==> config.mk <==
export PLATFORM = sky130hd
export DESIGN_NAME = scba_queue
export DESIGN_NICKNAME = d
export VERILOG_FILES = /design/src/sv/scba_pkg.sv /design/src/sv/scba_queue.sv
export SDC_FILE = /design/constraint.sdc
export NUM_CORES = 1
export LEC_CHECK = 0
export ABC_AREA = 1
export BUFFER_PORTS_ARGS = -buffer_cell sky130_fd_sc_hd__buf_2
export CAP_MARGIN = 20
export CORE_MARGIN = 2
export CORE_UTILIZATION = 51
export CTS_CLUSTER_SIZE = 14
export DETAILED_ROUTE_END_ITERATION = 6
export PLACE_DENSITY_LB_ADDON = 0.15
export SLEW_MARGIN = 20
export SYNTH_ARGS = -nofsm -noshare
export SYNTH_HDL_FRONTEND = slang
export SYNTH_SLANG_ARGS = --single-unit
==> constraint.sdc <==
create_clock -name i_clk -period 2.1 [get_ports i_clk]
set_input_delay 0.105 -clock i_clk [delete_from_list [all_inputs] [get_ports i_clk]]
set_output_delay 0.105 -clock i_clk [all_outputs]
set_load 0.005 [all_outputs]
==> src/sv/scba_pkg.sv <==
// Shared types and constants for the size-class bitmap allocator.
`timescale 1ns / 1ps
package scba_pkg;

    localparam int BYTES_W   = 22;
    localparam int CLS_W     = 4;
    localparam int IDX_W     = 9;
    localparam int CNT_W     = 10;
    localparam int MAX_BYTES = 2097152;
    localparam int PAGE_SHIFT = 12;
    localparam int SMALL_CLASSES = 8;

    // Request kinds passed from front to back
    localparam logic [1:0] OP_ALLOC = 2'd0;
    localparam logic [1:0] OP_FREE  = 2'd1;
    localparam logic [1:0] OP_DONE  = 2'd2;

    localparam logic [1:0] ST_OK      = 2'd0;
    localparam logic [1:0] ST_NOSPACE = 2'd1;
    localparam logic [1:0] ST_BAD     = 2'd2;

    localparam logic ACT_ALLOC = 1'b0;

    typedef struct packed {
        logic [1:0]       op;
        logic [1:0]       stat;
        logic [CLS_W-1:0] cls;
        logic [IDX_W-1:0] chunk;
        logic [CNT_W-1:0] cnt;
    } t_req;

endpackage

==> src/sv/scba_queue.sv <==
// Two-entry request queue between front and back.
`timescale 1ns / 1ps
module scba_queue (
    input  logic           i_clk,
    input  logic           i_rst_n,
    input  logic           i_push,
    input  scba_pkg::t_req i_data,
    output logic           o_full,
    input  logic           i_pop,
    output logic           o_valid,
    output scba_pkg::t_req o_data
);
    import scba_pkg::*;

    t_req       r_mem [2];
    logic       r_wp, r_rp;
    logic [1:0] r_cnt;

    assign o_full  = (r_cnt == 2'd2);
    assign o_valid = (r_cnt != 2'd0);
    assign o_data  = r_mem[r_rp];

    always_ff @(posedge i_clk) begin
        if (i_push) begin
            r_mem[r_wp] <= i_data;
        end
    end

    always_ff @(posedge i_clk) begin
        if (!i_rst_n) begin
            r_wp  <= 1'b0;
            r_rp  <= 1'b0;
            r_cnt <= 2'd0;
        end else begin
            if (i_push) r_wp <= ~r_wp;
            if (i_pop)  r_rp <= ~r_rp;
            r_cnt <= r_cnt + 2'(i_push) - 2'(i_pop);
        end
    end

    a_no_overflow: assert property (@(posedge i_clk) disable iff (!i_rst_n)
        i_push |-> (!o_full)) else $error("request pushed into full queue");
    a_no_underflow: assert property (@(posedge i_clk) disable iff (!i_rst_n)
        i_pop |-> o_valid) else $error("pop from empty queue");
    a_count_range: assert property (@(posedge i_clk) disable iff (!i_rst_n)
        r_cnt != 2'd3) else $error("queue count out of range");

endmodule

## After elaboration in Yosys (flattened, before gate mapping)

Memories as Yosys holds them, arrays and structs flattened. A register that Yosys moved wholly into a read port is not among the register bits.
Cells that the tools add are included.

| cells by class | value |
|---|---|
| $add $sub $neg | 2 |
| multipliers | 0 |
| div/mod/pow operators | 0 |
| order comparisons | 0 |
| equality and inequality tests | 1 |
| shift-type cells | 0 |
| multiplexer cells | 4 |
| bitwise operators | 2 |
| reductions and logical operators | 1 |

Operators with widths:

| operator | number |
|---|---|
| 2-to-1 mux 1 bit | 4 |
| adder 2 x 1 -> 2 bit | 1 |
| == test 2 bit, second input constant | 1 |
| inverter 1 bit | 2 |
| nonzero test 2 bit | 1 |
| subtractor 2 x 1 -> 2 bit | 1 |

| word-level totals | value |
|---|---|
| bits in registers | 4 |
| latch bits | 0 |
| RAM bits | 54 |
| memory bits (read-only) | 0 |
| input port bits | 31 |
| output and inout bits | 29 |
| logic and storage cells | 14 |
| memories kept | 1 |

Memories:

| memory | words | width | rd ports | clocked after Yosys merged registers in | write ports | RTL line | text |
|---|---|---|---|---|---|---|---|
| r_mem | 2 | 27 | 1 | 1 | 1 | scba_queue.sv:15 | `t_req r_mem [2];` |

## Logic depth before layout (Yosys ltp)

Gate-level depths: netlist of the first run.

| depth | value |
|---|---|
| word-level depth | 3 |
| depth in mapped cells | 9 |
| gate-level depth less buffers | 9 |

## Worst setup path after synthesis of the first run

OpenSTA, ideal clock, no wires.

| timing path | value |
|---|---|
| kind | flip-flop to flip-flop |
| start | reg r_wp |
| end | mem r_mem[0][0] in the netlist's numbering (enable) |
| library setup time | 0.411 ns |
| data arrival time | 1.471 ns |
| required time | 1.689 ns |
| setup slack | 0.218 ns |
| stages on the path, launching flop included | 2 |
| buffers on the path | 0 |
| period minus slack after synthesis | 1.882 ns |
| cells stage by stage | dfxtp_1 nor2_1 |

RTL lines:

| what | RTL line | text |
|---|---|---|
| start, declared | scba_queue.sv:16 | `logic r_wp, r_rp;` |
| start signal, assigned | scba_queue.sv:35 | `if (i_push) r_wp <= ~r_wp;` |
| end, declared | scba_queue.sv:15 |  |

Straight into the memory's write port.

==> out/metrics.csv, run 1 <==
metric,value,unit
status,finished clean,
worst-skew pair later-pin latency,0.33,ns
sequential area share after synthesis,75.6,%
final instance area,3100,sq um
Compound-Gate Fraction of Synth Area,0.220,%
CP Capture Type,output port,
Port-buffer cells,59,
Max Clk Rate,597,MHz
fin crit share,79.8,%
Layout fillers,283,
Tmin final,1.68,ns
Worst Path Arrival,1.57,ns
"Avg Cell Area, Syn",19.5,sq um
Routed Antenna Nets,0,
GRT Residual Overflow,0,
RSZ-0062 raised after global routing,false,
Worst-Margin Slew,0.392,ns
first-pass GRT wire length,6240,microns
Area Overhead vs Synth,36.3,%
vias per cell,4.76,
"Setup violations, final",0,
Fin. Hold Viols,0,
syn nets,150,
drt first pass iters,4,
Clock Path Buffers,2,
# Post-CTS Setup Buffers,0,
leakage,1.29,nW
critical path type,reg -> out,
GRT Resource Usage Total,17.1,%
die area,5020,sq um
Worst-path clk slew,0.06,ns
H-Tree Depth,3,
type of the tightest min-delay check,in -> reg,
largest area contributor in the netlist,edfxtp_1,
vias,1290,
die width,70.8,microns
I/O pins,60,
Final Max Tran Viols,0,
"top cells by area, synth","edfxtp_1 71%, mux2_4 13%, dfxtp_1 4.4%",
"commonest non-fill, non-tap cells in the layout","59 x buf_2, 54 x edfxtp_1, 27 x dlygate4sd3_1",
core area,4320,sq um
Synth cell types,12,
Rows,24,
worst clock skew,0.00629,ns
Max Cap Viol,0,
Pwr Density,896,nW/um^2
WP data required,2.00,ns
CTS Buf Count,9,
Peak VDD IR,0.546,mV
DR WL/cell,14.8,microns
CTS tree,yes,
gpl congestion,0.737,
Iter 0 DRT Violations,66,
# DRC,0,
Synth Area in XOR/XNOR,0,%
Initial Util,52.7,%
CTS Sinks,59,
post-CTS sizing,0,
final WL,4000,microns
"most common cell after layout, fill and taps aside",buf_2,
combinational family with the most area after synthesis,multiplexers,
yosys warns,0,
Simple-Gate Fraction of Synth Area,3.02,%
number of global-route vias before repair,1359,
area after detailed placement,2630,sq um
mux share of post-synthesis cell area,16.6,%
top cell type's share of synthesized area,71.2,%
Yosys reg bits,59,
layout cells sized above 1,47.9,%
Crit Path Max Fanout,15,
adder-cell share of the synthesized area,1.10,%
setup TNS,0,ns
Root Driver,clkbuf_8,
initial antenna violation count,0,
Post-Syn Instances,117,
Rel. slew slack,73.8,%
die height,70.8,microns
final net count,247,
synthesized area,2280,sq um
largest net degree at the start of global routing,28,
DP HPWL,2490,microns
ant diodes,0,
Setup crit start kind,flip-flop,
cells by family (layout without fill, tap and decap cells):
logic type / after synthesis / in the layout
fa+ha+maj: 2 / 2
compound gates: 1 / 1
simple gates: 18 / 18
buf+inv: 10 / 112
flops: 59 / 59
mux: 27 / 27
sequential cells by signal, summed over array words and instances (netlist names), named ones only:
| register | flops |
|---|---|
| r_wp | 1 |
| r_rp | 1 |
| r_mem | 54 |
| r_cnt | 2 |
routing by layer:
layer,vias up,share of wire (%),GRT usage (%)
met5,-,0,0
li1,632,-,-
met2,47,51,28.0
met1,599,40,18.6
met4,0,3.0,10.3
met3,12,6.1,6.70
synth_stat cells:
cell type / n
nor2_1: 8
buf_6: 1
nand3_1: 1
dfxtp_1: 5
ha_1: 2
mux2_4: 20
buf_12: 2
mux2_2: 7
a21oi_1: 1
nand2_1: 9
inv_1: 7
edfxtp_1: 54
power breakdown:
group | total (W) | internal (W) | switching, W
Clock | 0.00110 | 0.000665 | 0.000434
Combinational | 0.000298 | 0.000176 | 0.000123
Sequential | 0.00138 | 0.00136 | 0.0000281
Total | 0.00278 | 0.00220 | 0.000585
worst paths after layout:
| path | endpoint | slack (ns) | cells after the start | startpoint |
|---|---|---|---|---|
| max reg2reg | r_cnt[1] | 0.79 | 8 | r_cnt[0] |
| max | o_data[22] | 0.42 | 3 | flip-flop |
| min | r_cnt[0] | 0.01 | 3 | i_rst_n |
| min reg2reg | r_rp | 0.52 | 2 | r_rp |
worst max-delay path: stages, from the launching register on:
cell	delay (ns)
dfxtp_2	0.57
buf_12	0.23
mux2_4	0.31
buf_2	0.13
per-stage QoR:
stage,worst slack [ns],std cells,total power [W],hold slack (ns),utilization [%]
after detailed placement,0.776,228,0.00167,0.296,60.7
after global placement,0.793,228,0.00165,0.293,60.7
after global routing,0.342,271,0.00288,0.0450,71.8
after CTS,0.408,271,0.00279,0.00197,71.8
final,0.424,271,0.00278,0.0128,71.8
after floorplan,0.218,117,0.00156,0.198,-
final cells by class:
type                       instances  area (sq um)  share of cell area (%)
timing repair buffer              89           601                    19.3
sequential                        59          1720                    55.5
clock inverter                     5          77.6                    2.50
multi-input combinational         48           480                    15.5
tap                               52          65.1                    2.10
inverter                           7          26.3                   0.846
clock buffer                      11           131                    4.23
what timing repair did:
item                                    in CTS  in global routing
endpoints found under the setup margin       0                  0
hold buffers                                27                  0
endpoints found under the hold margin       54                  0
(Power assumes the default switching activity.)
==> run 2, diff against run 1 <==
--- a/config.mk
+++ b/config.mk
@@ -5,7 +5,7 @@
 export SDC_FILE = /design/constraint.sdc
 export NUM_CORES = 1
 export LEC_CHECK = 0
-export ABC_AREA = 1
+export ABC_AREA = 0
 export BUFFER_PORTS_ARGS = -buffer_cell sky130_fd_sc_hd__buf_2
 export CAP_MARGIN = 20
 export CORE_MARGIN = 2
==> constraint.sdc (replaced) <==
create_clock -name i_clk -period 1.8 [get_ports i_clk]
set_input_delay 0.09 -clock i_clk [delete_from_list [all_inputs] [get_ports i_clk]]
set_output_delay 0.09 -clock i_clk [all_outputs]
set_load 0.005 [all_outputs]
==> run 2 against run 1 <==
Effect of this change: hold slack better by 0.014 ns; clock-buffer cell count up 3; clock skew about the same; largest cell class unchanged; register-to-register slack worse by 0.20 ns; highest routed layer unchanged; largest power group unchanged.
==> out/metrics.csv, run 2 <==
metric,value,unit
status,finished clean,
final instance area,3070,sq um
"most common cell after layout, fill and taps aside",buf_2,
Yosys reg bits,59,
Area Overhead vs Synth,34.6,%
top cell type's share of synthesized area,71.1,%
RR Endpoint,r_cnt[1],
Simple-Gate Fraction of Synth Area,2.47,%
Largest regs,"r_mem (54), r_cnt (2)",
worst-skew pair later-pin latency,0.32,ns
Max Cap Viol,0,
Compound-Gate Fraction of Synth Area,0.329,%
most flop-heavy register,r_mem,
GRT Resource Usage Total,16.5,%
flop-to-flop setup slack,0.59,ns
Setup crit start kind,flip-flop,
worst r2r src,r_cnt[0],
"commonest non-fill, non-tap cells in the layout","59 x buf_2, 54 x edfxtp_1, 27 x dlygate4sd3_1",
Pwr Density,971,nW/um^2
hold depth,2,
Post-Syn Instances,105,
Initial Util,52.7,%
combinational family with the most area after synthesis,multiplexers,
Worst-path clk slew,0.06,ns
setup TNS,0,ns
gpl congestion,0.679,
GRT Residual Overflow,0,
syn nets,138,
Root Driver,clkbuf_8,
CTS Sinks,59,
area after detailed placement,2640,sq um
primary flip-flop cell chosen by synthesis mapping,edfxtp_1,
Worst Path Arrival,1.44,ns
adder-cell share of the synthesized area,1.10,%
H-Tree Depth,3,
Port-buffer cells,59,
type of the tightest min-delay check,in -> reg,
Rows,24,
"top cells by count, synth","54 x edfxtp_1, 20 x mux2_4, 7 x mux2_2",
pre-CTS setup slack,0.580,ns
Fin. Hold Viols,0,
# DRC,0,
critical path type,reg -> out,
sequential area share after synthesis,75.5,%
Max Clk Rate,652,MHz
Rel. slew slack,85.3,%
initial antenna violation count,0,
synthesized area,2280,sq um
WP data required,1.71,ns
die area,5020,sq um
layout cells sized above 1,50.0,%
DR WL/cell,14.1,microns
I/O pins,60,
first-pass GRT wire length,5910,microns
FF-to-FF path depth,6,
die height,70.9,microns
yosys warns,0,
fin crit share,85.2,%
CTS Buf Count,9,
Synth Area in XOR/XNOR,1.37,%
min-delay src,i_rst_n,
# Post-CTS Setup Buffers,0,
Final Power,0.00298,W
vias per cell,4.73,
number of synthesized flops with an enable pin,54,
Worst-Margin Slew,0.220,ns
Routed Antenna Nets,0,
Final WS setup,0.266,ns
vias,1230,
ant diodes,0,
mux share of post-synthesis cell area,16.6,%
"Avg Cell Area, Syn",21.7,sq um
max reg flops,54,
largest net degree at the start of global routing,21,
Clock Path Buffers,2,
Peak VDD IR,0.601,mV
"FFs w/ async S/R, synth",0,%
Min Hold Slack,0.0273,ns
"Setup violations, final",0,
CTS tree,yes,
core area,4320,sq um
worst clock skew,0.00617,ns
"top cells by area, synth","edfxtp_1 71%, mux2_4 13%, dfxtp_1 4.4%",
Tmin final,1.53,ns
leakage,1.25,nW
post-CTS sizing,0,
largest area contributor in the netlist,edfxtp_1,
number of global-route vias before repair,1348,
CP Capture Type,output port,
Crit Path Max Fanout,20,
final net count,237,
Synth cell types,14,
final WL,3660,microns
die width,70.9,microns
RSZ-0062 raised after global routing,false,
Final Max Tran Viols,0,
Iter 0 DRT Violations,58,
drt first pass iters,6,
most common cell in the netlist,edfxtp_1,
## run 2: cells by family after synthesis
| group | after synthesis |
|---|---|
| buffers and inverters | 5 |
| AOI/OAI and AO/OA | 1 |
| xor gates and xnor gates | 2 |
| and+or+nand+nor | 9 |
| DFF | 59 |
| adders and majority gates | 2 |
| muxes | 27 |
## run 2: where the power goes
part	switching, W	leakage (nW)	internal (W)
Sequential	0.0000308	0.549	0.00158
Clock	0.000439	0.0782	0.000527
Combinational	0.000146	0.620	0.000253
## run 2: layer usage
metal  share of wire [%]  vias to the layer above  global-route usage, %
li1                    -                      597                      -
met3                 6.6                        7                   6.70
met5                   0                        -                      0
met4                 2.6                        0                   10.7
met2                  51                       43                   27.5
met1                  40                      583                   17.3
## run 2: cell type report
class | count | area, sq um
Multi-Input combinational cell | 41 | 502
Tap cell | 52 | 65.1
Timing Repair Buffer | 91 | 616
Clock buffer | 14 | 153
Inverter | 2 | 7.51
Fill cell | 294 | 1250
Sequential cell | 59 | 1720
Clock inverter | 1 | 3.75
## run 2: critical path, stage by stage, from the launching register on
cell	delay, ns
dfxtp_2	0.45
buf_12	0.23
mux2_4	0.31
buf_2	0.13
## run 2: metrics by stage
| step | instances | util (%) |
|---|---|---|
| after floorplan | 105 | - |
| after global placement | 218 | 61.1 |
| after detailed placement | 218 | 61.1 |
| after CTS | 260 | 71.0 |
| after global routing | 260 | 71.0 |
| final | 260 | 71.0 |
## run 2: timing repair
item,CTS,global route
endpoints found under the setup margin,0,0
endpoints found under the hold margin,54,0
hold buffers,27,0
## run 2: worst max path at each step
stage	slack [ns]	to	cells past startpoint
2_1_floorplan	0.34	r_mem[0][0]	1
3_3_place_gp	0.61	o_data[12]	3
5_1_grt	0.19	o_data[7]	3
3_5_place_dp	0.58	r_cnt[1]	6
4_1_cts	0.24	o_data[12]	3
6_report	0.27	o_data[12]	3
==> run 3, diff against run 2 <==
==> constraint.sdc (replaced) <==
create_clock -name i_clk -period 1.6 [get_ports i_clk]
set_input_delay 0.08 -clock i_clk [delete_from_list [all_inputs] [get_ports i_clk]]
set_output_delay 0.08 -clock i_clk [all_outputs]
set_load 0.005 [all_outputs]
==> run 3 against run 2 <==
Effect of this change: combinational power is 12% higher; hold slack worse by 0.018 ns; critical path depth unchanged; first-iteration DRC count rose by 38%; sequential cell count is the same; cell count stayed put; final area decreased by 0.24%; worst setup slack got worse by 0.19 ns; via count rose by 0.98%; sequential share of layout area grew 0.14 points; register-to-register slack lost 0.20 ns.
==> out/metrics.csv, run 3 (synthesized netlist as in run 2, its figures left out) <==
metric,value,unit
CP Capture Type,output port,
# DRC,0,
worst-skew pair later-pin latency,0.32,ns
final net count,237,
Final Max Tran Viols,0,
# Post-CTS Setup Buffers,0,
H-Tree Depth,3,
family with the most delay on the worst path,flip-flops,
Max Clk Rate,657,MHz
Worst Path Arrival,1.44,ns
CTS Buf Count,9,
core area,4320,sq um
Worst-path clk slew,0.06,ns
gpl congestion,0.698,
vias per cell,4.78,
Layout fillers,307,
worst clock skew,0.00440,ns
Routed Antenna Nets,0,
flop-to-flop setup slack,0.39,ns
first-pass GRT wire length,5860,microns
number of global-route vias before repair,1328,
DR WL/cell,13.8,microns
crit-path max cell delay,0.44,ns
Clock Path Buffers,2,
layout cells sized above 1,50.5,%
fin crit share,95.1,%
CTS tree,yes,
max reg flops,54,
vias,1242,
critical path type,reg -> out,
largest net degree at the start of global routing,21,
Pwr Density,1070,nW/um^2
GRT Resource Usage Total,16.1,%
Largest regs,"r_mem (54), r_cnt (2)",
die height,70.9,microns
Rows,24,
Crit Path Max Fanout,20,
post-route non-filler standard cell count,260,
"commonest non-fill, non-tap cells in the layout","59 x buf_2, 54 x edfxtp_1, 27 x dlygate4sd3_1",
Max Cap Viol,0,
drt first pass iters,4,
FF-to-FF path depth,6,
Fin. Hold Viols,0,
Tmin final,1.52,ns
CTS Sinks,59,
RSZ-0062 raised after global routing,false,
CP max-delay cell,dfxtp_2,
placed instance count,218,
final WL,3580,microns
Root Driver,clkbuf_8,
Port-buffer cells,59,
Bufs and invs on worst path,2,
die area,5020,sq um
Worst-Margin Slew,0.209,ns
Worst path depth,3,
WP data required,1.52,ns
Initial Util,52.7,%
hold depth,2,
setup TNS,0,ns
type of the tightest min-delay check,in -> reg,
I/O pins,60,
GRT Residual Overflow,0,
most flop-heavy register,r_mem,
"most common cell after layout, fill and taps aside",buf_2,
Area Overhead vs Synth,34.3,%
Peak VDD IR,0.710,mV
ant diodes,0,
"Setup violations, final",0,
status,finished clean,
Iter 0 DRT Violations,80,
die width,70.9,microns
Setup crit start kind,flip-flop,
Sequential Area,1720,sq um
CP Cell Sequence,buf_12 > mux2_4 > buf_2,
Rel. slew slack,86.1,%
initial antenna violation count,0,
Multi-input gate area,502,sq um
Final Power,0.00329,W
leakage,1.25,nW
==> run 3: cell count changes in the layout (fill, tap and decap cells not counted) <==
cell	previous run	this run
clkbuf_1	4	1
clkinv_2	0	2
clkbuf_8	10	9
clkinv_1	1	3
==> run 3: per-stage QoR <==
stage	worst slack, ns	instance area [sq um]	hold WS, ns	utilization (%)
2_1_floorplan	0.142	2280	0.179	-
3_3_place_gp	0.425	2640	0.267	61.1
3_5_place_dp	0.391	2640	0.272	61.1
4_1_cts	0.0521	3060	0.000234	70.8
5_1_grt	0.0117	3060	0.0312	70.8
6_report	0.0788	3060	0.00950	70.8
==> run 3: worst register-to-register path, delay by kind of cell (launching register included) <==
family                   cells  cell delay, ns
adder cells (fa/ha/maj)      2            0.40
buffers and inverters        2            0.10
flip-flops                   1            0.34
AND/OR/NAND/NOR              1            0.11
XOR/XNOR                     1            0.20
==> run 3: path summary, 6_finish.rpt <==
check	start	end
min	i_rst_n	r_wp
min reg2reg	r_rp	flip-flop
max reg2reg	r_cnt[0]	r_cnt[1]
max	flip-flop	o_data[21]
==> run 3: power breakdown <==
part,leakage [nW],internal (W),total (W),switching [W]
clock,0.0784,0.000530,0.00103,0.000495
combinational,0.620,0.000285,0.000447,0.000162
sequential,0.549,0.00178,0.00182,0.0000347
total,1.25,0.00260,0.00329,0.000692
==> run 3: routing by layer <==
layer | global-route usage, % | share of wire (%)
met1 | 17.8 | 41
met2 | 26.9 | 51
met3 | 5.13 | 6.0
met4 | 10.1 | 2.7
met5 | 0 | 0
==> run 3: what timing repair did <==
action / in CTS / in global routing
hold buffers: 27 / 0
gates resized for setup: 0 / 0
endpoints found under the hold margin: 54 / 0
==> run 3: area by class of cell <==
cell class	count	share of cell area [%]
flip-flops and latches	59	56.3
repair buffers	91	20.1
multi-input cells	41	16.4
clock buffers	10	4.17
well taps	52	2.13
clock inverters	5	0.695
inverters	2	0.245
