$ cat src/sv/scba_pkg.sv
// Shared types and constants for the size-class bitmap allocator.
`timescale 1ns / 1ps
package scba_pkg;

    localparam int BYTES_W   = 22;
    localparam int CLS_W     = 4;
    localparam int IDX_W     = 9;
    localparam int CNT_W     = 10;
    localparam int MAX_BYTES = 2097152;
    localparam int PAGE_SHIFT = 12;
    localparam int SMALL_CLASSES = 8;

    // Request kinds passed from front to back
    localparam logic [1:0] OP_ALLOC = 2'd0;
    localparam logic [1:0] OP_FREE  = 2'd1;
    localparam logic [1:0] OP_DONE  = 2'd2;

    localparam logic [1:0] ST_OK      = 2'd0;
    localparam logic [1:0] ST_NOSPACE = 2'd1;
    localparam logic [1:0] ST_BAD     = 2'd2;

    localparam logic ACT_ALLOC = 1'b0;

    typedef struct packed {
        logic [1:0]       op;
        logic [1:0]       stat;
        logic [CLS_W-1:0] cls;
        logic [IDX_W-1:0] chunk;
        logic [CNT_W-1:0] cnt;
    } t_req;

endpackage

$ cat src/sv/scba_front.sv
// Front end: classifies a request into size class and chunk count.
`timescale 1ns / 1ps
module scba_front #(
    parameter int CHUNKS_PER_CLASS = 512,
    parameter int NUM_CLASSES      = 9
) (
    input  logic                        i_action,
    input  logic [scba_pkg::BYTES_W-1:0] i_byte_count,
    input  logic [scba_pkg::CLS_W-1:0]   i_free_class,
    input  logic [scba_pkg::IDX_W-1:0]   i_free_chunk,
    output scba_pkg::t_req              o_req
);
    import scba_pkg::*;

    logic [CLS_W-1:0]   cls;
    logic [BYTES_W-1:0] rounded;
    logic [CNT_W-1:0]   need;

    always_comb begin
        cls = CLS_W'(SMALL_CLASSES);
        for (int c = SMALL_CLASSES - 1; c >= 0; c--) begin
            if (i_byte_count <= (BYTES_W'(2) << c)) begin
                cls = CLS_W'(c);
            end
        end
        rounded = i_byte_count + BYTES_W'((1 << PAGE_SHIFT) - 1);
        if (cls < CLS_W'(SMALL_CLASSES)) begin
            need = CNT_W'(1);
        end else begin
            need = CNT_W'(rounded >> PAGE_SHIFT);
        end
    end

    always_comb begin
        o_req.op    = OP_DONE;
        o_req.stat  = ST_BAD;
        o_req.cls   = '0;
        o_req.chunk = '0;
        o_req.cnt   = '0;
        if (i_action == ACT_ALLOC) begin
            if (i_byte_count == '0 || 32'(i_byte_count) > MAX_BYTES
                    || 32'(cls) >= NUM_CLASSES) begin
                o_req.op = OP_DONE;
            end else if (32'(need) > CHUNKS_PER_CLASS) begin
                o_req.stat = ST_NOSPACE;
                o_req.cls  = cls;
                o_req.cnt  = need;
            end else begin
                o_req.op   = OP_ALLOC;
                o_req.stat = ST_OK;
                o_req.cls  = cls;
                o_req.cnt  = need;
            end
        end else begin
            o_req.cls   = i_free_class;
            o_req.chunk = i_free_chunk;
            if (32'(i_free_class) < NUM_CLASSES && 32'(i_free_chunk) < CHUNKS_PER_CLASS) begin
                o_req.op   = OP_FREE;
                o_req.stat = ST_OK;
            end
        end
    end

endmodule

$ cat config.mk
export PLATFORM = sky130hd
export DESIGN_NAME = scba_front
export DESIGN_NICKNAME = d
export VERILOG_FILES = /design/src/sv/scba_pkg.sv /design/src/sv/scba_front.sv
export SDC_FILE = /design/constraint.sdc
export NUM_CORES = 1
export LEC_CHECK = 0
export ABC_CLOCK_PERIOD_IN_PS = 2700
export BUFFER_PORTS_ARGS = -buffer_cell sky130_fd_sc_hd__buf_2
export CAP_MARGIN = 0
export CELL_PAD_IN_SITES_DETAIL_PLACEMENT = 0
export CELL_PAD_IN_SITES_GLOBAL_PLACEMENT = 1
export CORE_AREA = 2 2 55 57
export DETAILED_ROUTE_END_ITERATION = 8
export DIE_AREA = 0 0 57 59
export PLACE_DENSITY_LB_ADDON = 0.1
export RECOVER_POWER = 50
export SYNTH_ARGS = -nofsm -noshare
export SYNTH_HDL_FRONTEND = slang
export SYNTH_SLANG_ARGS = --single-unit
$ cat constraint.sdc
create_clock -name vclk -period 2.7
set_input_delay 0 -clock vclk [all_inputs]
set_output_delay 0 -clock vclk [all_outputs]
set_load 0.05 [all_outputs]
-- Yosys cells after proc, flatten, opt, wreduce, memory -nomap -nowiden
Index checks and enable logic that the tools add are counted.
- add/sub/neg operators: 1
- multiply operators: 0
- divide/modulo/power cells: 0
- $lt $le $gt $ge: 13
- equality and inequality tests: 0
- shift-type cells: 0
- multiplexer cells: 18
- bitwise operators: 0
- reductions and logical operators: 3
- operators with widths (cell ; count):
    $mux W4 ; 9
    $mux W10 ; 3
    $add A22 B12 Y22 const B ; 1
    $gt A22 B22 Y1 const B ; 1
    $le A22 B2 Y1 const B ; 1
    $le A22 B3 Y1 const B ; 1
    $le A22 B4 Y1 const B ; 1
    $le A22 B5 Y1 const B ; 1
    $le A22 B6 Y1 const B ; 1
    $le A22 B7 Y1 const B ; 1
    $le A22 B8 Y1 const B ; 1
    $le A22 B9 Y1 const B ; 1
    $logic_not A22 Y1 ; 1
    $gt A10 B10 Y1 const B ; 1
    $mux W9 ; 1
    $lt A4 B4 Y1 const B ; 2
    $mux W8 ; 1
    $mux W6 ; 1
    $mux W5 ; 1
    $ge A4 B4 Y1 const B ; 1
    $mux W2 ; 2
    $logic_or A1 B1 Y1 ; 2
- flip-flop bits (word level): 0
- bits in latches: 0
- RAM bits: 0
- bits in read-only memories: 0
- word-level logic and storage cells: 35
- memories: 0

-- Depth between registers and ports, before layout
Gate-level depths: netlist (run 1).
- word-level depth: 15
- mapped depth: 7

-- Least setup slack after synthesis (run 1)
Ideal clock, no wire load.
- kind: input to output
- start: in i_byte_count[13] (netlist bit)
- end: out o_req[1] (netlist bit)
- arrival: 1.901 ns
- setup slack: 0.799 ns
- stages: 7
- path buffers: 2
- path through: clkbuf_1 nor4_2 nand3_1 o21a_1 or3_1 buf_2 nor2_1
- RTL lines (element ; line ; text):
    start, declared ; scba_front.sv:8 ; input logic [scba_pkg::BYTES_W-1:0] i_byte_count,
    end, declared ; scba_front.sv:11 ; output scba_pkg::t_req o_req

==> results of run 1 <==
[metrics by stage]
| step | worst slack [ps] | cell area (µm²) | hold slack, ps |
|---|---|---|---|
| finish | 615.1 | 965.9 | 412.7 |
| global route | 423.5 | 965.9 | 460.9 |
| CTS | 767.7 | 984.7 | 418.8 |
| detailed placement | 771.9 | 984.7 | 416.1 |
| global placement | 813.6 | 984.7 | 423.4 |
| floorplan | 799.2 | 655.6 | 299.7 |
[placed cells by master (no fill, tap or decap), drive strengths merged, types with 2 or more instances in the layout]
master / n
nor4: 3
or3: 5
clkbuf: 11
nand3: 7
o21ai: 2
o31ai: 2
a32o: 2
nor3: 9
buf: 51
nor2: 14
xnor2: 4
and3: 2
nand4: 5
and2: 12
nand2: 5
xor2: 7
[report_power, final]
| group | internal (mW) | leakage [nW] | switching (mW) |
|---|---|---|---|
| clock network | 0 | 0 | 0 |
| logic | 0.0531 | 0.409 | 0.135 |
| registers | 0 | 0 | 0 |
| total | 0.0531 | 0.409 | 0.135 |
[synthesized netlist by cell type, drive strengths merged (2+ instances only)]
cell	number
nand2	5
o21ai	2
nor3	9
nor2	14
xor2	7
o31ai	2
buf	2
or3	5
xnor2	4
nand3	7
a32o	2
nand4	5
nor4	3
clkbuf	2
and3	2
and2	12
[metal layers]
layer / up-vias / global-route usage
li1: 497 / -
met1: 416 / 0.1733
met2: 43 / 0.2315
met3: 0 / 0.01092
met4: 0 / 0
met5: - / 0
[kinds of logic (layout without fill, tap and decap cells)]
kind of cell | Yosys count | count (layout) | synth area share
xor gates and xnor gates | 11 | 11 | 0.1469
AOI/OAI and AO/OA | 16 | 16 | 0.2023
other | 1 | 1 | 0.005720
and+or+nand+nor | 69 | 69 | 0.6088
buffers and inverters | 5 | 63 | 0.03626
[critical path, cell delays in order]
cell and delay, ps:
buf_2 120, nor3_1 390, nand4_1 230, o21a_1 240, nor3_1 560, a32o_1 280
buf_2 260
[cell type report]
class	count	area, µm²	share of cell area
inverters	1	3.754	0.003886
multi-input cells	97	626.9	0.6490
well taps	31	38.79	0.04016
repair buffers	62	296.5	0.3070
[how the worst min path moves through the flow]
stage / endpoint / startpoint / depth (start not counted)
after floorplan: o_req[25] / i_action / 1
after global placement: o_req[15] / i_free_chunk[5] / 3
after detailed placement: o_req[22] / i_free_class[3] / 4
after CTS: o_req[22] / i_free_class[3] / 4
after global routing: o_req[22] / i_free_class[3] / 4
final: o_req[22] / i_free_class[3] / 4
==> metrics.md, run 1 <==
| Metric | Value |
|---|---|
| Fmax | approximately 480 MHz |
| Kind of critical path | in2out |
| Post-Place Cells | roughly 190 |
| N_diodes | 0 |
| Largest net degree at the start of global routing | 17 |
| Post-route DRC | 0 |
| WL final | between 2 and 2.5 mm |
| Area of the mapped netlist | between 600 and 700 µm² |
| Die Ht | about 60 µm |
| CP Launch Point | i_byte_count[2] |
| Max_slew headroom | 0.5455 |
| Final setup vio count | 0 |
| Seq. cell area | 0 µm² |
| Worst Setup Start Kind | input pin |
| First-pass GRT wire length | 3.677 mm |
| Final Max Tran Viols | 0 |
| Row count | 19 |
| Nets | approximately 200 |
| Global route overflow | 0 |
| Clock buf count | 0 |
| Drt via density | 5.005 |
| Dpl hpwl | 1.874 mm |
| Met2 Wirelength | 1.068 mm |
| Uppermost layer routed | met3 |
| Drt initial violations | 35 |
| Share of layout cells above drive strength 1 | 0.3438 |
| Gr usage total | 0.1267 |
| Share of the synthesized area in the top cell type | 0.1145 |
| Area contributors post-synth | and2_1 (11%), xor2_1 (9.4%), nor2_1 (8.0%) |
| Post-CTS Setup Bufs | 0 |
| Post-cts resize count | 0 |
| Routed len/inst | 11.80 µm |
| Leakage power | 0.4090 nW |
| Non-Filler Instances | roughly 190 |
| PwrDens | just under 200 nW/µm² |
| Overall Power | roughly 0.19 mW |
| Routed wl met3 | between 150 and 200 µm |
| Met1 WL | about 1 mm |
| Final Hold Fails | 0 |
| Vias in the first global route | roughly 840 |
| Hold Path Class | in2out |
| Post-synthesis cell type count | 39 |
| Crit path capture type | output port |
| RSZ-0062 raised after global routing | no |
| Die W | 57 µm |
| Crit-path max FO | 7 |
| Antenna-violating nets left | 0 |
| Hold-fix buffers, CTS | 0 |
| Syn Inst Count | 102 |
| DR vias | between 900 and 1000 |
| RD Place Congestion | 0.7645 |
| Post-layout util | 0.3564 |
| Worst-Margin Slew | 676.5 ps |
| Mean post-synth cell area | ~6.4 µm² |
| Io pins | 63 |
| Max Cap Viol | 0 |
| Status | finished clean |
| VDD IR max | 0.1316 mV |
| Core Region | about 2700 µm² |
| Initial core utilization | 0.2419 |
| Die ar. | about 3400 µm² |
| Area grow syn2layout | 47.33% |
| Initial antenna violation count | 0 |
| FF+latch count | 0 |
| CP endpoint | o_req[21] |
| Port Buf Inserts | 62 |
| Fill count | around 320 |
| Tmin final | about 2100 ps |
| Yosys warns | 0 |
| Largest area contributor in the netlist | and2_1 |
| Register area share after synthesis | 0 |
| Drt pass-1 iters | 4 |
| WP data required | approximately 2700 ps |
| CP arrival | between 2000 and 2500 ps |
| Final setup TNS | 0 ps |
| Syn_nets | about 140 |
| Post-route clock period utilization | 0.7722 |
No activity file was read; power rests on OpenSTA's default activity.
==> run 2: changes to the inputs <==
ABC_AREA = 1   (was unset)
ABC_CLOCK_PERIOD_IN_PS = 1800   (was 2700)
CORE_AREA = 2 2 65 67   (was 2 2 55 57)
DIE_AREA = 0 0 67 69   (was 0 0 57 59)
clock period = 1.8 ns   (was 2.7 ns; I/O delays follow)
==> run 2 against run 1 <==
Sequential share of layout area is the same. Cell area grew 26%. Global-route usage shrank 0.57 points. Total power grew 60%. Critical path depth grew 4. Wire length grew 24%. Worst setup slack lost 440 ps. Combinational power grew 60%. Non-clock buffer count is the same. Critical path type unchanged. Largest power group unchanged. Highest routed layer is now met4.
==> metrics.md, run 2 <==
| Metric | Value |
|---|---|
| RSZ-0062 raised after global routing | no |
| Mean post-synth cell area | 4.969 µm² (-23%) |
| Worst-Margin Slew | 615.0 ps (-61.50 ps) |
| Worst path max stage delay | 290 ps (-270 ps) |
| Yosys warns | 0 (unchanged) |
| Row count | 23 (+4) |
| Synth top cells by count | nand2_1 (50), nor2_1 (39), inv_1 (29) |
| Worst Hold Depth | 4 (unchanged) |
| Leading cell types in the layout, fill and taps excluded | nand2_1 (50), buf_2 (48), nor2_1 (39) |
| Hold Path Class | in2out |
| Die ar. | 4623 µm² (+37%) |
| Share of layout cells above drive strength 1 | 0.2936 (-0.05013) |
| Max_slew headroom | 0.5917 (+0.04623) |
| Post-CTS Setup Bufs | 0 (unchanged) |
| Post-Place Cells | 285 (+49%) |
| Area grow syn2layout | 40.00% |
| Nets | 273 (+38%) |
| Gr usage total | 0.1210 (-0.005703) |
| Final setup vio count | 0 (unchanged) |
| Syn_nets | 211 (+53%) |
| Most common cell in the synthesized netlist | nand2_1 |
| Routed len/inst | 9.828 µm (-17%) |
| Most common cell after layout, fill and taps aside | nand2_1 |
| Met2 Use GR | 0.2387 (+0.007197) |
| N_diodes | 0 (unchanged) |
| Hold-fix buffers, CTS | 0 (unchanged) |
| VDD IR max | 0.04749 mV (-64%) |
| CP max-delay cell | buf_2 |
| Post-layout util | 0.3111 (-0.04536) |
| Antenna-violating nets left | 0 (unchanged) |
| Drt initial violations | 20 (-43%) |
| PwrDens | 246.9 nW/µm² (+27%) |
| Post-route cell area | 1217 µm² (+26%) |
| Initial antenna violation count | 0 (unchanged) |
| Non-Filler Instances | 285 (+49%) |
| Hold EP | o_req[20] |
| Vias in the first global route | 1151 (+36%) |
| Dpl hpwl | 2.531 mm (+35%) |
| Delay-heaviest family, CP | simple AND/OR/NAND/NOR gates |
| Area of the mapped netlist | 869.6 µm² (+33%) |
| Hold_ws | 401.7 ps (-10.96 ps) |
| Final Hold Fails | 0 (unchanged) |
| Met1 Use GR | 0.1457 (-0.02761) |
| Max Cap Viol | 0 (unchanged) |
| Placed cell areas | 1231 µm² (+25%) |
| Io pins | 63 (unchanged) |
| Global route overflow | 0 (unchanged) |
| RD Place Congestion | 0.7850 (+2.7%) |
| Seq. cell area | 0 µm² (unchanged) |
| Crit-path max FO | 9 (+2) |
| WL final | 2.801 mm (+24%) |
| Largest net degree at the start of global routing | 15 (-2) |
| Status | finished clean |
| CP most frequent cell | nand2_1 |
| CP arrival | 1620 ps (-460 ps) |
| Multi-input gate area | 745.7 µm² (+19%) |
| Kind of critical path | in2out |
| Leakage power | 0.7095 nW (+73%) |
| Post-synthesis cell type count | 27 (-31%) |
| First-pass GRT wire length | 4.692 mm (+28%) |
| Core Region | 3914 µm² (+44%) |
| Largest area contributor in the netlist | nand2_1 |
| Worst Setup Start Kind | input pin |
| Drt pass-1 iters | 4 (unchanged) |
| Die W | 67 µm (+18%) |
| Post-route DRC | 0 (unchanged) |
| Overall Power | 0.3006 mW (+60%) |
| HP Start | i_free_class[1] |
| Fmax | about 620 MHz |
| Tmin final | 1624 ps |
| DR vias | 1190 (+24%) |
| CP Buf/Inv Count | 3 (+1) |
| Clock buf count | 0 (unchanged) |
| Crit path capture type | output port |
| Syn Inst Count | 175 (+72%) |
| Fill count | 503 (+59%) |
| WP data required | 1800 ps (-900 ps) |
| Worst path cell trace | buf_2 -> nor2_1 -> nand2_1 -> nor2_4 -> nand4_1 -> nand2_1 -> nand2_1 -> inv_2 -> nand3_4 -> nor3b_2 -> buf_2 |
| Share of the synthesized area in the top cell type | 0.2158 (+0.1013) |
| Die Ht | 69 µm (+17%) |
| Global routing's busiest layer | met2 |
| Port Buf Inserts | 62 (unchanged) |
| Initial core utilization | 0.2222 (-0.01973) |
| Post-route clock period utilization | 0.9021 |
| Grt met3 use | 0.001631 (-0.009286) |
| Final Max Tran Viols | 0 (unchanged) |
| FF+latch count | 0 (unchanged) |
| Area contributors post-synth | nand2_1 (22%), nor2_1 (17%), inv_1 (13%) |
| Register area share after synthesis | 0 (unchanged) |
| Drt via density | 4.175 (-17%) |
[run 2: how the worst max path moves through the flow]
stage,endpoint,cells past startpoint,from
finish,o_req[4],11,i_byte_count[1]
CTS,o_req[4],11,i_byte_count[1]
floorplan,o_req[2],9,i_byte_count[1]
detailed placement,o_req[4],11,i_byte_count[1]
global route,o_req[19],13,i_byte_count[12]
global placement,o_req[4],11,i_byte_count[1]
[run 2: stage by stage]
| step | TNS (ps) | setup slack, ps |
|---|---|---|
| 6_report | 0 | 176.1 |
| 5_1_grt | 0 | 27.61 |
| 4_1_cts | 0 | 153.3 |
| 3_5_place_dp | 0 | 155.4 |
| 3_3_place_gp | 0 | 133.2 |
| 2_1_floorplan | -260.4 | -86.81 |
[run 2: cells by family (layout without fill, tap and decap cells)]
group,Yosys count,count (layout),share of synthesized area
compound gates,10,10,0.06908
buf+inv,32,92,0.1424
simple gates,128,128,0.7439
other cells,1,1,0.004312
xor+xnor,4,4,0.04030
[run 2: routing by layer]
| layer | part of all wire | wire length (µm) | vias to the layer above |
|---|---|---|---|
| met3 | 0.037 | 104 | 2 |
| met5 | 0 | 0 | - |
| li1 | - | - | 659 |
| met2 | 0.51 | 1431 | 25 |
| met4 | 0.0075 | 21 | 0 |
| met1 | 0.44 | 1244 | 504 |
[run 2: what timing repair did]
action	in CTS	in global routing
gates resized for setup	0	1
endpoints found under the hold margin	0	0
setup endpoints to repair	0	1
[run 2: cell type report]
| class | instances | share of cell area |
|---|---|---|
| well taps | 50 | 0.05139 |
| inverters | 30 | 0.09250 |
| multi-input cells | 143 | 0.6125 |
| repair buffers | 62 | 0.2436 |
[run 2: worst min-delay path, cell delays in order]
cell and delay [ps]:
buf_2 100, nand2_1 60, nand2_1 40, buf_2 200
[run 2: where the power goes]
group          internal [mW]  total [mW]  switching (mW)  leakage [nW]
clock network              0           0               0             0
registers                  0           0               0             0
logic                 0.0799       0.301           0.221         0.709
total                 0.0799       0.301           0.221         0.709
==> run 3: changes to the inputs <==
CORE_AREA = 4 4 67 69   (was 2 2 65 67)
DIE_AREA = 0 0 71 73   (was 0 0 67 69)
==> run 3 against run 2 <==
Die area up 12%. Cell area up 0.51%. Largest cell class unchanged. Sequential share of layout area unchanged. Total power up 0.88%. Flip-flop and latch count unchanged. Core utilization up 0.16 points. Critical path type unchanged. Combinational power about the same. Cell count unchanged. Hold slack worse by 28 ps. Via count up 0.76%. Wire length up 4.6%. Maximum frequency up 2.8%.
==> metrics.md, run 3 (synthesis results as in run 2) <==
| Metric | Value |
|---|---|
| Status | finished clean |
| Drt via density | 4.207 (+0.76%) |
| Delay-heaviest family, CP | simple AND/OR/NAND/NOR gates |
| Drt initial violations | 26 (+30%) |
| Met2 Use GR | 0.2091 (-0.02966) |
| Core Region | 3914 µm² (unchanged) |
| PwrDens | 247.8 nW/µm² (+0.36%) |
| Met1 Use GR | 0.1356 (-0.01005) |
| Crit path capture type | output port |
| Nets | 273 (unchanged) |
| VDD IR max | 0.04870 mV (+2.5%) |
| Most common cell after layout, fill and taps aside | nand2_1 |
| Tmin final | 1579 ps (-44.71 ps) |
| Crit-path max FO | 9 (unchanged) |
| Area grow syn2layout | 40.72% |
| Switching Fraction | 0.7312 (-0.003074) |
| CP Buf/Inv Count | 3 (unchanged) |
| Die ar. | 5183 µm² (+12%) |
| Kind of critical path | in2out |
| FF+latch count | 0 (unchanged) |
| DR vias | 1199 (+0.76%) |
| Worst-Margin Slew | 616.3 ps (+1.300 ps) |
| Largest net degree at the start of global routing | 15 (unchanged) |
| Dpl hpwl | 2.658 mm (+5.0%) |
| Max Cap Viol | 0 (unchanged) |
| Initial core utilization | 0.2222 (unchanged) |
| CP max-delay cell | buf_2 |
| Die W | 71 µm (+6.0%) |
| N_diodes | 0 (unchanged) |
| Initial antenna violation count | 0 (unchanged) |
| Die Ht | 73 µm (+5.8%) |
| Seq pwr share | 0 (unchanged) |
| CP Launch Point | i_byte_count[1] |
| Drt pass-1 iters | 4 (unchanged) |
| Fmax | 633.3 MHz (+2.8%) |
| Power share of the clock group | 0 (unchanged) |
| Fill count | 501 (-0.40%) |
| Max_slew headroom | 0.5909 (-0.0008630) |
| Post-layout util | 0.3127 (+0.001599) |
| Post-route DRC | 0 (unchanged) |
| CP arrival | 1580 ps (-40 ps) |
| Global route overflow | 0 (unchanged) |
| Worst Setup Start Kind | input pin |
| Vias in the first global route | 1105 (-4.0%) |
| Worst path cell trace | buf_2 -> nor2_1 -> nand2_1 -> nor2_4 -> nand4_1 -> nand2_1 -> nand2_1 -> inv_2 -> nand3_4 -> nor3_1 -> buf_2 |
| Routed len/inst | 10.28 µm (+4.6%) |
| CP endpoint | o_req[7] |
| Port Buf Inserts | 62 (unchanged) |
| Final setup vio count | 0 (unchanged) |
| Multi-input gate area | 745.7 µm² (unchanged) |
| RSZ-0062 raised after global routing | no |
| Hold Path Class | in2out |
| Hold-fix buffers, CTS | 0 (unchanged) |
| Worst path max stage delay | 290 ps (about the same) |
| WL final | 2.931 mm (+4.6%) |
| Gr usage total | 0.1069 (-0.01407) |
| First-pass GRT wire length | 4.761 mm (+1.5%) |
| Post-route clock period utilization | 0.8773 (-0.02484) |
| Clock buf count | 0 (unchanged) |
| Antenna-violating nets left | 0 (unchanged) |
| Final Hold Fails | 0 (unchanged) |
| CP most frequent cell | nand2_1 |
| Io pins | 63 (unchanged) |
| WP data required | 1800 ps (about the same) |
| Seq. cell area | 0 µm² (unchanged) |
| Combinational Power Share | 1.000 (about the same) |
| CP Depth | 11 (unchanged) |
| Final setup TNS | 0 ps (unchanged) |
| Leading cell types in the layout, fill and taps excluded | nand2_1 (50), buf_2 (49), nor2_1 (39) |
| Global routing's busiest layer | met2 |
| Final Max Tran Viols | 0 (unchanged) |
| RD Place Congestion | 0.7303 (-7.0%) |
| Switching power | 0.2218 mW (+0.46%) |
| Grt met3 use | 0.006887 (+0.005256) |
| Row count | 23 (unchanged) |
| Share of layout cells above drive strength 1 | 0.3064 (+0.01277) |
| Leakage power | 0.7183 nW (+1.2%) |
| Internal power | 0.08151 mW (+2.0%) |
-- run 3: layer usage --
layer,wire length (µm),vias to the layer above
met5,0,-
met1,1285,512
met3,122,0
met2,1524,24
li1,-,663
met4,0,0
-- run 3: power by group through the flow --
| stage | clock network, mW | registers, mW | logic (mW) |
|---|---|---|---|
| final | 0 | 0 | 0.303 |
| after CTS | 0 | 0 | 0.309 |
| after global placement | 0 | 0 | 0.311 |
| after floorplan | 0 | 0 | 0.207 |
| after global routing | 0 | 0 | 0.330 |
| after detailed placement | 0 | 0 | 0.309 |
-- run 3: worst min path at each step --
| stage | cells after the start | from | slack [ps] | end |
|---|---|---|---|---|
| final | 4 | i_free_chunk[4] | 370 | o_req[14] |
| after floorplan | 2 | i_free_chunk[0] | 230 | o_req[10] |
| after CTS | 4 | i_free_chunk[4] | 370 | o_req[14] |
| after global routing | 4 | i_free_chunk[4] | 380 | o_req[14] |
| after global placement | 4 | i_free_chunk[5] | 370 | o_req[15] |
| after detailed placement | 4 | i_free_chunk[4] | 370 | o_req[14] |
-- run 3: cell type report --
class	instances	share of cell area
Multi-Input combinational cell	143	0.6094
Inverter	30	0.09202
Tap cell	50	0.05112
Timing Repair Buffer	62	0.2474
-- run 3: what timing repair did --
item                       4_1_cts  5_1_grt
buffers inserted                 0        0
resized for setup                0        2
setup endpoints to repair        0        2
-- run 3: stage by stage --
stage,instance area [µm²],setup WS (ps),power (mW),std cells,hold slack (ps)
floorplan,869.6,-86.81,0.2067,175,231.1
global placement,1231,146.0,0.3107,285,371.3
detailed placement,1231,174.7,0.3085,285,373.2
CTS,1231,175.5,0.3090,285,373.4
global route,1224,1.456,0.3297,285,384.0
finish,1224,220.9,0.3033,285,373.4
